`src/sv/sict_pkg.sv`:
```
// ----------------------------------------------------------------------------
// sict_pkg - shared types and constants
// Item layouts, operation codes and gate register offsets of the secondary
// CPU interrupt and timer controller.
// ----------------------------------------------------------------------------
package sict_pkg;

   localparam int unsigned TIMER_UNIT_DEF = 385;
   localparam int unsigned MAX_TICK_DEF   = 1023;

   localparam int unsigned OP_W   = 3;
   localparam int unsigned BYTE_W = 8;
   localparam int unsigned TICK_W = 10;
   localparam int unsigned LVL_W  = 3;
   localparam int unsigned ACC_W  = 17;

   typedef enum logic [OP_W-1:0] {
      OP_MAIN_WRITE = 3'd0,
      OP_SUB_WRITE  = 3'd1,
      OP_READ       = 3'd2,
      OP_TICK       = 3'd3,
      OP_ACK        = 3'd4,
      OP_RAISE      = 3'd5
   } opcode_type;

   localparam logic [BYTE_W-1:0] REG_HOST  = 8'h00;
   localparam logic [BYTE_W-1:0] REG_CTRL  = 8'h01;
   localparam logic [BYTE_W-1:0] REG_TIMER = 8'h31;
   localparam logic [BYTE_W-1:0] REG_MASK  = 8'h33;

   // Bit positions inside the gate registers
   localparam int unsigned CTRL_RUN_BIT  = 0;
   localparam int unsigned CTRL_BUS_BIT  = 1;
   localparam int unsigned HOST_REQ_BIT  = 0;
   localparam int unsigned LVL_HOST      = 2;
   localparam int unsigned LVL_TIMER     = 3;

   typedef struct packed {
      logic [OP_W-1:0]   opcode;
      logic [BYTE_W-1:0] reg_offset;
      logic [BYTE_W-1:0] write_data;
      logic [TICK_W-1:0] tick_cycles;
      logic [LVL_W-1:0]  irq_level_in;
   } req_item_type;

   typedef struct packed {
      logic [BYTE_W-1:0] read_data;
      logic [LVL_W-1:0]  irq_level;
      logic              cpu_reset_held;
      logic              cpu_bus_held;
   } rsp_item_type;

endpackage

```
`src/sv/sict_core.sv`:
```
// ----------------------------------------------------------------------------
// sict_core - gate register state and item execution
// Holds control, mask, pending and timer state; executes one item per fire.
// ----------------------------------------------------------------------------
module sict_core #(
   parameter int unsigned TIMER_UNIT = sict_pkg::TIMER_UNIT_DEF,
   parameter int unsigned MAX_TICK   = sict_pkg::MAX_TICK_DEF
) (
   input  logic                  clock,
   input  logic                  reset,
   input  logic                  fire,
   input  sict_pkg::req_item_type item,
   output sict_pkg::rsp_item_type result
);
   import sict_pkg::*;

   localparam int unsigned PERIOD_W  = $clog2(256 * TIMER_UNIT + 1);
   localparam int unsigned SUM_W     = ((ACC_W > PERIOD_W) ? ACC_W : PERIOD_W) + 1;
   localparam int unsigned MOD_STEPS = MAX_TICK / (2 * TIMER_UNIT) + 1;

   logic [BYTE_W-1:0] host_ff,   host_in;
   logic [BYTE_W-1:0] ctrl_ff,   ctrl_in;
   logic              held_ff,   held_in;
   logic              bus_ff,    bus_in;
   logic [BYTE_W-1:0] mask_ff,   mask_in;
   logic [BYTE_W-1:0] pend_ff,   pend_in;
   logic [BYTE_W-1:0] reload_ff, reload_in;
   logic [ACC_W-1:0]  acc_ff,    acc_in;
   logic [LVL_W-1:0]  level_ff,  level_in;

   logic [BYTE_W-1:0]   rd;
   logic                wr_main;
   logic [TICK_W-1:0]   cyc_sat;
   logic [PERIOD_W-1:0] period;
   logic [SUM_W-1:0]    sum;
   logic [SUM_W-1:0]    rem;

   function automatic logic [LVL_W-1:0] encode(input logic [BYTE_W-1:0] active);
      logic [LVL_W-1:0] lvl;
      lvl = '0;
      for (int i = 1; i <= 6; i++) begin
         if (active[i]) begin
            lvl = LVL_W'(i);
         end
      end
      return lvl;
   endfunction

   // Timer period and bounded remainder of the accumulated cycles
   always_comb begin
      cyc_sat = (item.tick_cycles > TICK_W'(MAX_TICK)) ? TICK_W'(MAX_TICK)
                                                      : item.tick_cycles;
      period  = (PERIOD_W'(reload_ff) + PERIOD_W'(1)) * PERIOD_W'(TIMER_UNIT);
      sum     = SUM_W'(acc_ff) + SUM_W'(cyc_sat);
      rem     = sum;
      for (int i = 0; i < int'(MOD_STEPS); i++) begin
         if (rem >= SUM_W'(period)) begin
            rem = rem - SUM_W'(period);
         end
      end
   end

   always_comb begin
      host_in   = host_ff;
      ctrl_in   = ctrl_ff;
      held_in   = held_ff;
      bus_in    = bus_ff;
      mask_in   = mask_ff;
      pend_in   = pend_ff;
      reload_in = reload_ff;
      acc_in    = acc_ff;
      rd        = '0;

      // Sub writes outside $00/$01 act as main writes
      wr_main = (item.opcode == OP_MAIN_WRITE) ||
                ((item.opcode == OP_SUB_WRITE) && (item.reg_offset != REG_HOST) &&
                 (item.reg_offset != REG_CTRL));

      if (wr_main) begin
         case (item.reg_offset)
            REG_CTRL: begin
               ctrl_in = item.write_data;
               held_in = ~item.write_data[CTRL_RUN_BIT];
               if (item.write_data[CTRL_RUN_BIT]) begin
                  bus_in = item.write_data[CTRL_BUS_BIT];
               end
            end
            REG_HOST: begin
               host_in = item.write_data;
               if (item.write_data[HOST_REQ_BIT] && mask_ff[LVL_HOST]) begin
                  pend_in[LVL_HOST] = 1'b1;
               end
            end
            REG_MASK: begin
               mask_in = item.write_data;
               if (item.write_data[LVL_HOST] && host_ff[HOST_REQ_BIT]) begin
                  pend_in[LVL_HOST] = 1'b1;
               end
            end
            REG_TIMER: begin
               reload_in = item.write_data;
               acc_in    = '0;
            end
            default: begin
            end
         endcase
      end else begin
         case (opcode_type'(item.opcode))
            OP_SUB_WRITE: begin
               if ((item.reg_offset == REG_CTRL) && !item.write_data[CTRL_RUN_BIT]) begin
                  mask_in   = '0;
                  pend_in   = '0;
                  reload_in = '0;
                  acc_in    = '0;
               end
            end
            OP_READ: begin
               case (item.reg_offset)
                  REG_HOST:  rd = host_ff;
                  REG_CTRL:  rd = ctrl_ff;
                  REG_TIMER: rd = reload_ff;
                  REG_MASK:  rd = mask_ff;
                  default:   rd = '0;
               endcase
            end
            OP_TICK: begin
               if (!held_ff && !bus_ff && (reload_ff != '0)) begin
                  if (sum >= SUM_W'(period)) begin
                     pend_in[LVL_TIMER] = 1'b1;
                     acc_in             = rem[ACC_W-1:0];
                  end else begin
                     acc_in = sum[ACC_W-1:0];
                  end
               end
            end
            OP_ACK: begin
               pend_in[item.irq_level_in] = 1'b0;
               if (item.irq_level_in == LVL_W'(LVL_HOST)) begin
                  host_in[HOST_REQ_BIT] = 1'b0;
               end
            end
            OP_RAISE: begin
               pend_in[item.irq_level_in] = 1'b1;
            end
            default: begin
            end
         endcase
      end

      // Freeze the delivered level while the CPU sits in reset
      level_in = held_in ? level_ff : encode(pend_in & mask_in);

      result.read_data      = rd;
      result.irq_level      = level_in;
      result.cpu_reset_held = held_in;
      result.cpu_bus_held   = bus_in;
   end

   always_ff @(posedge clock) begin
      if (reset) begin
         host_ff   <= '0;
         ctrl_ff   <= '0;
         held_ff   <= 1'b1;
         bus_ff    <= 1'b0;
         mask_ff   <= '0;
         pend_ff   <= '0;
         reload_ff <= '0;
         acc_ff    <= '0;
         level_ff  <= '0;
      end else if (fire) begin
         host_ff   <= host_in;
         ctrl_ff   <= ctrl_in;
         held_ff   <= held_in;
         bus_ff    <= bus_in;
         mask_ff   <= mask_in;
         pend_ff   <= pend_in;
         reload_ff <= reload_in;
         acc_ff    <= acc_in;
         level_ff  <= level_in;
      end
   end

endmodule

```
`src/sv/sub_cpu_interrupt_timer_controller.sv`:
```
// ----------------------------------------------------------------------------
// sub_cpu_interrupt_timer_controller - secondary CPU interrupt and timer gate
// Reset/bus-hold control, host request flag, interrupt mask and pending bits,
// interval timer and level encoder, driven by a stream of bus items.
// ----------------------------------------------------------------------------
// Usage:
//  - The req_ channel carries one item per handshake: main write, sub write,
//    read, timer tick with the elapsed CPU time, acknowledge or raise of a level.
//  - Every accepted item returns exactly one rsp_ item in order: read data
//    (zero except for reads), delivered level and the CPU hold status as
//    they stand after the item.
//  - An accepted item waits in the input register and passes through the
//    core into the result register, where rsp_valid rises.
//  - Throughput is one item per cycle while rsp_stall stays low; the core
//    executes in a single pass, the timer remainder taking at most two
//    compare-subtract steps with the default period unit.
//  - When the receiver stalls, the result register holds its item and the
//    input register keeps one more; req_stall rises only when both are full.
//  - Reset empties both registers, holds the CPU in reset and clears all
//    gate registers and the timer. No clearing pass is needed.
// ----------------------------------------------------------------------------
module sub_cpu_interrupt_timer_controller #(
   parameter int unsigned TIMER_UNIT = sict_pkg::TIMER_UNIT_DEF,
   parameter int unsigned MAX_TICK   = sict_pkg::MAX_TICK_DEF
) (
   input  logic       clock,
   input  logic       reset,

   input  logic       req_valid,
   output logic       req_stall,
   input  logic [2:0] req_opcode,
   input  logic [7:0] req_reg_offset,
   input  logic [7:0] req_write_data,
   input  logic [9:0] req_tick_cycles,
   input  logic [2:0] req_irq_level_in,

   output logic       rsp_valid,
   input  logic       rsp_stall,
   output logic [7:0] rsp_read_data,
   output logic [2:0] rsp_irq_level,
   output logic       rsp_cpu_reset_held,
   output logic       rsp_cpu_bus_held
);
   import sict_pkg::*;

   logic         in_valid_ff, in_valid_in;
   req_item_type in_item_ff;
   logic         rsp_valid_ff, rsp_valid_in;
   rsp_item_type rsp_item_ff;
   rsp_item_type core_result;
   logic         req_take;
   logic         advance;

   // Advance the held item into the core whenever the result slot frees up
   assign advance   = in_valid_ff && !(rsp_valid_ff && rsp_stall);
   assign req_stall = in_valid_ff && rsp_valid_ff && rsp_stall;
   assign req_take  = req_valid && !req_stall;

   always_comb begin
      if (req_take) begin
         in_valid_in = 1'b1;
      end else if (advance) begin
         in_valid_in = 1'b0;
      end else begin
         in_valid_in = in_valid_ff;
      end
      // Keep a stalled result, drop one the receiver has taken
      rsp_valid_in = advance || (rsp_valid_ff && rsp_stall);
   end

   sict_core #(
      .TIMER_UNIT (TIMER_UNIT),
      .MAX_TICK   (MAX_TICK)
   ) u_core (
      .clock  (clock),
      .reset  (reset),
      .fire   (advance),
      .item   (in_item_ff),
      .result (core_result)
   );

   always_ff @(posedge clock) begin
      if (reset) begin
         in_valid_ff  <= 1'b0;
         rsp_valid_ff <= 1'b0;
      end else begin
         in_valid_ff  <= in_valid_in;
         rsp_valid_ff <= rsp_valid_in;
      end
   end

   // Payload registers: input loads on handshake, result on advance, no reset needed
   always_ff @(posedge clock) begin
      if (req_take) begin
         in_item_ff.opcode       <= req_opcode;
         in_item_ff.reg_offset   <= req_reg_offset;
         in_item_ff.write_data   <= req_write_data;
         in_item_ff.tick_cycles  <= req_tick_cycles;
         in_item_ff.irq_level_in <= req_irq_level_in;
      end
      if (advance) begin
         rsp_item_ff <= core_result;
      end
   end

   assign rsp_valid          = rsp_valid_ff;
   assign rsp_read_data      = rsp_item_ff.read_data;
   assign rsp_irq_level      = rsp_item_ff.irq_level;
   assign rsp_cpu_reset_held = rsp_item_ff.cpu_reset_held;
   assign rsp_cpu_bus_held   = rsp_item_ff.cpu_bus_held;

endmodule

```
`config.mk`:
```
export PLATFORM = sky130hd
export DESIGN_NAME = sub_cpu_interrupt_timer_controller
export DESIGN_NICKNAME = d
export VERILOG_FILES = /design/src/sv/sict_pkg.sv /design/src/sv/sict_core.sv /design/src/sv/sub_cpu_interrupt_timer_controller.sv
export SDC_FILE = /design/constraint.sdc
export NUM_CORES = 1
export LEC_CHECK = 0
export BUFFER_PORTS_ARGS = -buffer_cell sky130_fd_sc_hd__buf_4
export CORE_AREA = 3 3 131 159
export CTS_CLUSTER_SIZE = 16
export DETAILED_ROUTE_END_ITERATION = 12
export DIE_AREA = 0 0 134 162
export PLACE_DENSITY = 0.58
export SLEW_MARGIN = 20
export SYNTH_ARGS = -nofsm -noshare
export SYNTH_HDL_FRONTEND = slang
export SYNTH_HIERARCHICAL = 1
export SYNTH_SLANG_ARGS = --single-unit
```
`constraint.sdc`:
```
create_clock -name clock -period 7.6 [get_ports clock]
set_clock_uncertainty 0.15 [all_clocks]
set_input_delay 0 -clock clock [delete_from_list [all_inputs] [get_ports clock]]
set_output_delay 0 -clock clock [all_outputs]
set_load 0.02 [all_outputs]
```
==> Word level (Yosys, flattened, before mapping) <==
Cells that the tools add are included.
{ "totals": {"reg_bits": 109, "input_bits": 36, "out_inout_bits": 15, "wordCells": 137} }
{ "classes": {"n_addsub": 4, "mul": 1, "magnitude_cmp": 5, "n_eq_ne": 14, "muxes": 50, "bitwise": 6, "reduce_logical": 36} }
{ "op_table": {"columns": ["operator", "count"], "rows": [
  ["2-to-1 mux 17 bit", 6],
  ["2-to-1 mux 8 bit", 9],
  ["greater-or-equal comparator 18 x 17 -> 1 bit", 2],
  ["case mux 17 bit (2 select lines)", 1],
  ["case mux 8 bit (4 select lines)", 1],
  ["adder 17 x 10 -> 18 bit", 1],
  ["2-to-1 mux 1 bit", 18],
  ["2-to-1 mux 18 bit", 1],
  ["subtractor 18 x 17 -> 18 bit", 1],
  ["multiplier 17 x 9 -> 17 bit, second input constant", 1],
  ["subtractor 17 bit", 1],
  ["equality test 8 x 6 -> 1 bit, second input constant", 2],
  ["nonzero test 8 bit", 2],
  ["logical AND 1 bit", 13],
  ["2-to-1 mux 3 bit", 4],
  ["case mux 4 bit (3 select lines)", 1],
  ["> comparator 10 bit, second input constant", 1],
  ["2-to-1 mux 10 bit", 1],
  ["nonzero test 2 bit", 5],
  ["adder 8 x 1 -> 9 bit, second input constant", 1],
  ["equality test 3 x 2 -> 1 bit, second input constant", 3],
  ["case mux 3 bit (3 select lines)", 1],
  ["AND 8 bit", 1],
  ["equality test 8 x 1 -> 1 bit, second input constant", 1],
  ["other kinds (26)", 38]
]} }

==> Depth between registers and ports, before layout <==
{ "depth": {"ltp_word": 16, "ltp_mapped": 37, "ltp_nobuf": 33} }

==> By module <==
Netlist, hierarchy kept.
{ "by_module_without_submodules": {"columns": ["mod", "n_inst", "cells_each", "area_per_inst_um2", "seq_area_each_um2"], "rows": [
  ["sict_core", 1, 858, 6648.9, 1201.2],
  ["sub_cpu_interrupt_timer_controller", 1, 55, 1437.6, 1391.3]
]} }

==> Worst setup path after synthesis <==
No wires, ideal clock.
{ "synth_path": {"path_kind": "register to register", "startpoint": "reg u_core.reload_ff[0]", "endpoint": "reg u_core.acc_ff[4]", "setup_time_ps": 135, "arrival_ps": 7431, "t_required_ps": 7315, "setup_slack_ps": -116, "path_stages_with_launch": 36, "n_path_buf": 5, "synth_period_minus_slack_ps": 7716, "cell_sequence": "dfxtp_1 -> clkbuf_1 -> and3_1 -> nand3_1 -> xnor2_1 -> ha_1 -> ha_1 -> ha_1 -> ha_1 -> ha_1 -> a31oi_1 -> o21bai_1 -> a21oi_1 -> xor2_1 -> ha_1 -> buf_2 -> nand2_1 -> nor3_1 -> o41ai_1 -> a31oi_1 -> or3_1 -> buf_2 -> clkbuf_1 -> o21ai_1 -> ha_1 -> inv_1 -> fa_1 -> a21o_1 -> a221oi_2 -> and3_1 -> o21a_1 -> a21oi_1 -> or3_1 -> buf_4 -> mux2i_1 -> o221ai_1"} }
{ "synth_via": {"elab_chain_cells": 10, "elab_cells_between_ends": 16, "cone_classes": "3 x add/sub; 1 x mul; 2 x order compare; 1 x eq/ne; 6 x mux; 3 x reduce/logical"} }
{ "synth_lines": {"columns": ["element", "line_no", "source"], "rows": [
  ["start, declared", "sict_core.sv:27", "logic [BYTE_W-1:0] reload_ff, reload_in;"],
  ["start signal, assigned", "sict_core.sv:177", "reload_ff <= reload_in;"],
  ["adder 8 x 1 -> 9 bit", "sict_core.sv:53", "period = (PERIOD_W'(reload_ff) + PERIOD_W'(1)) * PERIOD_W'(TIMER_UNIT);"],
  ["multiplier 17 x 9 -> 17 bit", "sict_core.sv:53", null],
  ["subtractor 18 x 17 -> 18 bit or greater-or-equal comparator 18 x 17 -> 1 bit (tied branches)", "sict_core.sv:58, sict_core.sv:57, sict_core.sv:128", null],
  ["2-to-1 mux 18 bit", "sict_core.sv:57", "if (rem >= SUM_W'(period)) begin"],
  ["subtractor 17 bit or greater-or-equal comparator 18 x 17 -> 1 bit (tied branches)", "sict_core.sv:58, sict_core.sv:57", null],
  ["2-to-1 mux 17 bit", "sict_core.sv:57", null],
  ["2-to-1 mux 17 bit", "sict_core.sv:128", "if (sum >= SUM_W'(period)) begin"],
  ["2-to-1 mux 17 bit", "sict_core.sv:127", "if (!held_ff && !bus_ff && (reload_ff != '0)) begin"],
  ["case mux 17 bit (2 select lines)", "sict_core.sv:108", "case (opcode_type'(item.opcode))"],
  ["2-to-1 mux 17 bit", "sict_core.sv:79", "if (wr_main) begin"],
  ["end signal, assigned", "sict_core.sv:178", "acc_ff <= acc_in;"],
  ["end, declared", "sict_core.sv:28", "logic [ACC_W-1:0] acc_ff, acc_in;"]
]} }
Several ways; a longest one is shown, not always the timed one. The select of a mux whose other input is x is not followed.
A chain may end at the register's enable or synchronous reset.

==> Worst setup path in the final report <==
{ "layout_path": {"startpoint": "reg u_core.reload_ff[0]", "endpoint": "reg u_core.acc_ff[14]"} }
Same word-level chain as after synthesis.

==> results.json <==
{
  "stdcell_count": 1260,
  "tns_ns": 0,
  "yosysTopAreaCell": "edfxtp_1",
  "die-area_mm2": 0.0217,
  "synth-seq-cells": 107,
  "post-place-ws_ns": 0.124,
  "drtIter0Drc": 400,
  "syn_area_mm2": 0.00809,
  "ys_warn_count": 6,
  "htree_num_levels": 3,
  "post-route-period-util": 0.953,
  "dr.pass1.iters": 6,
  "cp.arrival_ns": 7.39,
  "ys_seq_area_frac": 0.321,
  "cellPowerDensity_mw_per_mm2": 165,
  "worstPathRequired_ns": 7.75,
  "crit_slowest_cell": "fa_1",
  "first_global_vias": 6823,
  "dp_hpwl_mm": 16.6,
  "finalSetupViolCount": 0,
  "fill_cells": 1870,
  "max_stage_delay_ns": 0.39,
  "hold_viol": 0,
  "initial_core_util": 0.417,
  "drv_slew": 0,
  "drive_gt1_frac": 0.150,
  "drtAntennaViolNets": 0,
  "io_buffers": 50,
  "avgRoutedWirePerCell_um": 17.1,
  "grt_max_degree": 49,
  "cts_buffers": 9,
  "clk_pin_slew_ns": 0.08,
  "async_flop_share": 0,
  "clock.fmax_mhz": 138,
  "min_period_ns": 7.24,
  "clk_path_buf_depth": 2,
  "status": "finished, final reports clean",
  "grt_antenna_before_repair": 0,
  "met3_usage": 0.0266,
  "insertion_delay_ns": 0.36,
  "num_io_pins": 51,
  "vias_per_cell": 5.63,
  "synth_top_area_frac": 0.167,
  "grt_pass1_wl_mm": 34.4,
  "root_buffer": "clkbuf_16",
  "start_kind": "register",
  "final_nets": 1114,
  "leakagePower_nw": 4.05,
  "min_path_type": "in2reg",
  "synthCells": 913,
  "grt_overflow": 0,
  "min_path_cells": 2,
  "fin_ws_ns": 0.357,
  "gp_congestion": 0.939,
  "slew_headroom": 0.340,
  "synth_top_cells_by_count": "99 x nor2_1, 80 x ha_1, 79 x nand2_1",
  "cts.sinks": 107,
  "yosysMostFrequentCell": "nor2_1",
  "die_w_um": 134,
  "synth-main-ff-cell": "dfxtp_1",
  "tritoncts": "yes",
  "routed_wl_mm": 21.5,
  "endpoint_kind": "register",
  "n_antenna_cell": 0,
  "route.detailed.drc": 0,
  "grtUsageMet2": 0.350,
  "dr_total_vias": 7094,
  "synth_area_leaders": "edfxtp_1 17%, dfxtp_1 15%, ha_1 12%",
  "synth_edf_count": 45,
  "grtUsageMet1": 0.232,
  "synthesis.nets": 1033,
  "critPathMaxFanout": 13,
  "syn_area_per_cell_um2": 8.86,
  "coreArea_mm2": 0.0194,
  "ir_worst_vdd_mv": 0.136,
  "busiest_layer": "met2",
  "ff2ff_path_depth": 34,
  "cap_violations": 0,
  "area_growth_pct": 19.0,
  "crit_type": "reg2reg",
  "dieHeight_um": 162,
  "place_inst": 1203,
  "worst_pin_slew_ns": 0.986,
  "grt_usage": 0.196,
  "ys_types": 83,
  "num_rows": 56
}
path summary, 6_finish.rpt:
kind	start	endpoint	slack, ns
max reg2reg	u_core/reload_ff[0]	u_core/acc_ff[14]	0.36
min reg2reg	u_core/mask_ff[7]	u_core/mask_ff[7]	0.31
max	u_core/reload_ff[0]	u_core/acc_ff[14]	0.36
min	req_irq_level_in[2]	in_item_ff[2]	0.20
state kept, by name, indices dropped and copies added, names as in the netlist, named ones only:
| register | flops |
|---|---|
| in_item_ff | 32 |
| u_core/acc_ff | 17 |
| rsp_read_data | 8 |
| u_core/ctrl_ff | 8 |
| u_core/host_ff | 8 |
| u_core/reload_ff | 8 |
| u_core/mask_ff | 7 |
| u_core/pend_ff | 6 |
| rsp_irq_level | 3 |
| u_core/level_ff | 3 |
| in_valid_ff | 1 |
| rsp_cpu_bus_held | 1 |
| rsp_cpu_reset_held | 1 |
| rsp_valid | 1 |
| u_core/bus_ff | 1 |
| u_core/held_ff | 1 |
where the power goes:
group / switching (W) / leakage [nW] / internal [W]
sequential: 0.0000176 / 0.931 / 0.000616
combinational: 0.000281 / 2.98 / 0.000217
clock: 0.000233 / 0.137 / 0.000229
total: 0.000531 / 4.05 / 0.00106
routing by layer:
layer	up-vias	part of all wire
li1	3518	-
met1	3337	0.41
met2	186	0.52
met3	53	0.031
met4	0	0.039
met5	-	0
worst max-delay path, delay by kind of cell (launching register included):
family	cells	cell delay, ns
fa+ha+maj	9	2.61
compound gates	11	1.64
mux	1	0.28
simple gates	7	1.26
flops	1	0.36
buf+inv	4	0.49
xor+xnor	2	0.37
placed cells by master (no fill, tap or decap), drive strengths merged, types with 16 or more instances in the layout:
cell type	netlist	layout
nor2	101	101
nand2	82	82
ha	80	80
buf	13	75
a21oi	67	67
dfxtp	62	62
inv	43	46
edfxtp	45	45
o21ai	42	42
dlygate4sd3	0	37
xnor2	35	35
mux2i	29	29
nand3	24	24
xor2	22	22
a22oi	16	16
nor3	16	16
kinds of logic (layout without fill, tap and decap cells):
family / count (synthesis) / in the layout / share of synthesized area
simple gates: 301 / 301 / 0.190
compound gates: 246 / 246 / 0.209
flops: 107 / 107 / 0.321
buf+inv: 85 / 171 / 0.0438
fa+ha+maj: 84 / 84 / 0.134
xor+xnor: 57 / 57 / 0.0617
mux: 33 / 33 / 0.0415
what timing repair did:
item,4_1_cts,5_1_grt
setup endpoints to repair,0,17
hold endpoints to repair,63,0
setup buffers,0,4
hold buffers,37,0
resized for setup,0,31
layout make-up:
type                    instances  area (µm²)  area share
flip-flops and latches        107        2590       0.269
repair buffers                112         937      0.0974
inverters                      43         161      0.0168
well taps                     261         327      0.0339
multi-input cells             721        5320       0.553
clock inverters                 7        60.1     0.00624
clock buffers                   9         225      0.0234
through the flow:
step	cell area [µm²]	hold WS, ns	power [W]	utilization
3_3_place_gp	8770	0.0280	0.00111	0.452
5_1_grt	9630	0.200	0.00168	0.496
6_report	9630	0.200	0.00159	0.496
4_1_cts	9430	0.191	0.00159	0.486
3_5_place_dp	8770	0.0293	0.00111	0.452
2_1_floorplan	8090	-0.0876	0.000982	-
Note: power is estimated with default switching activity, not from simulation.
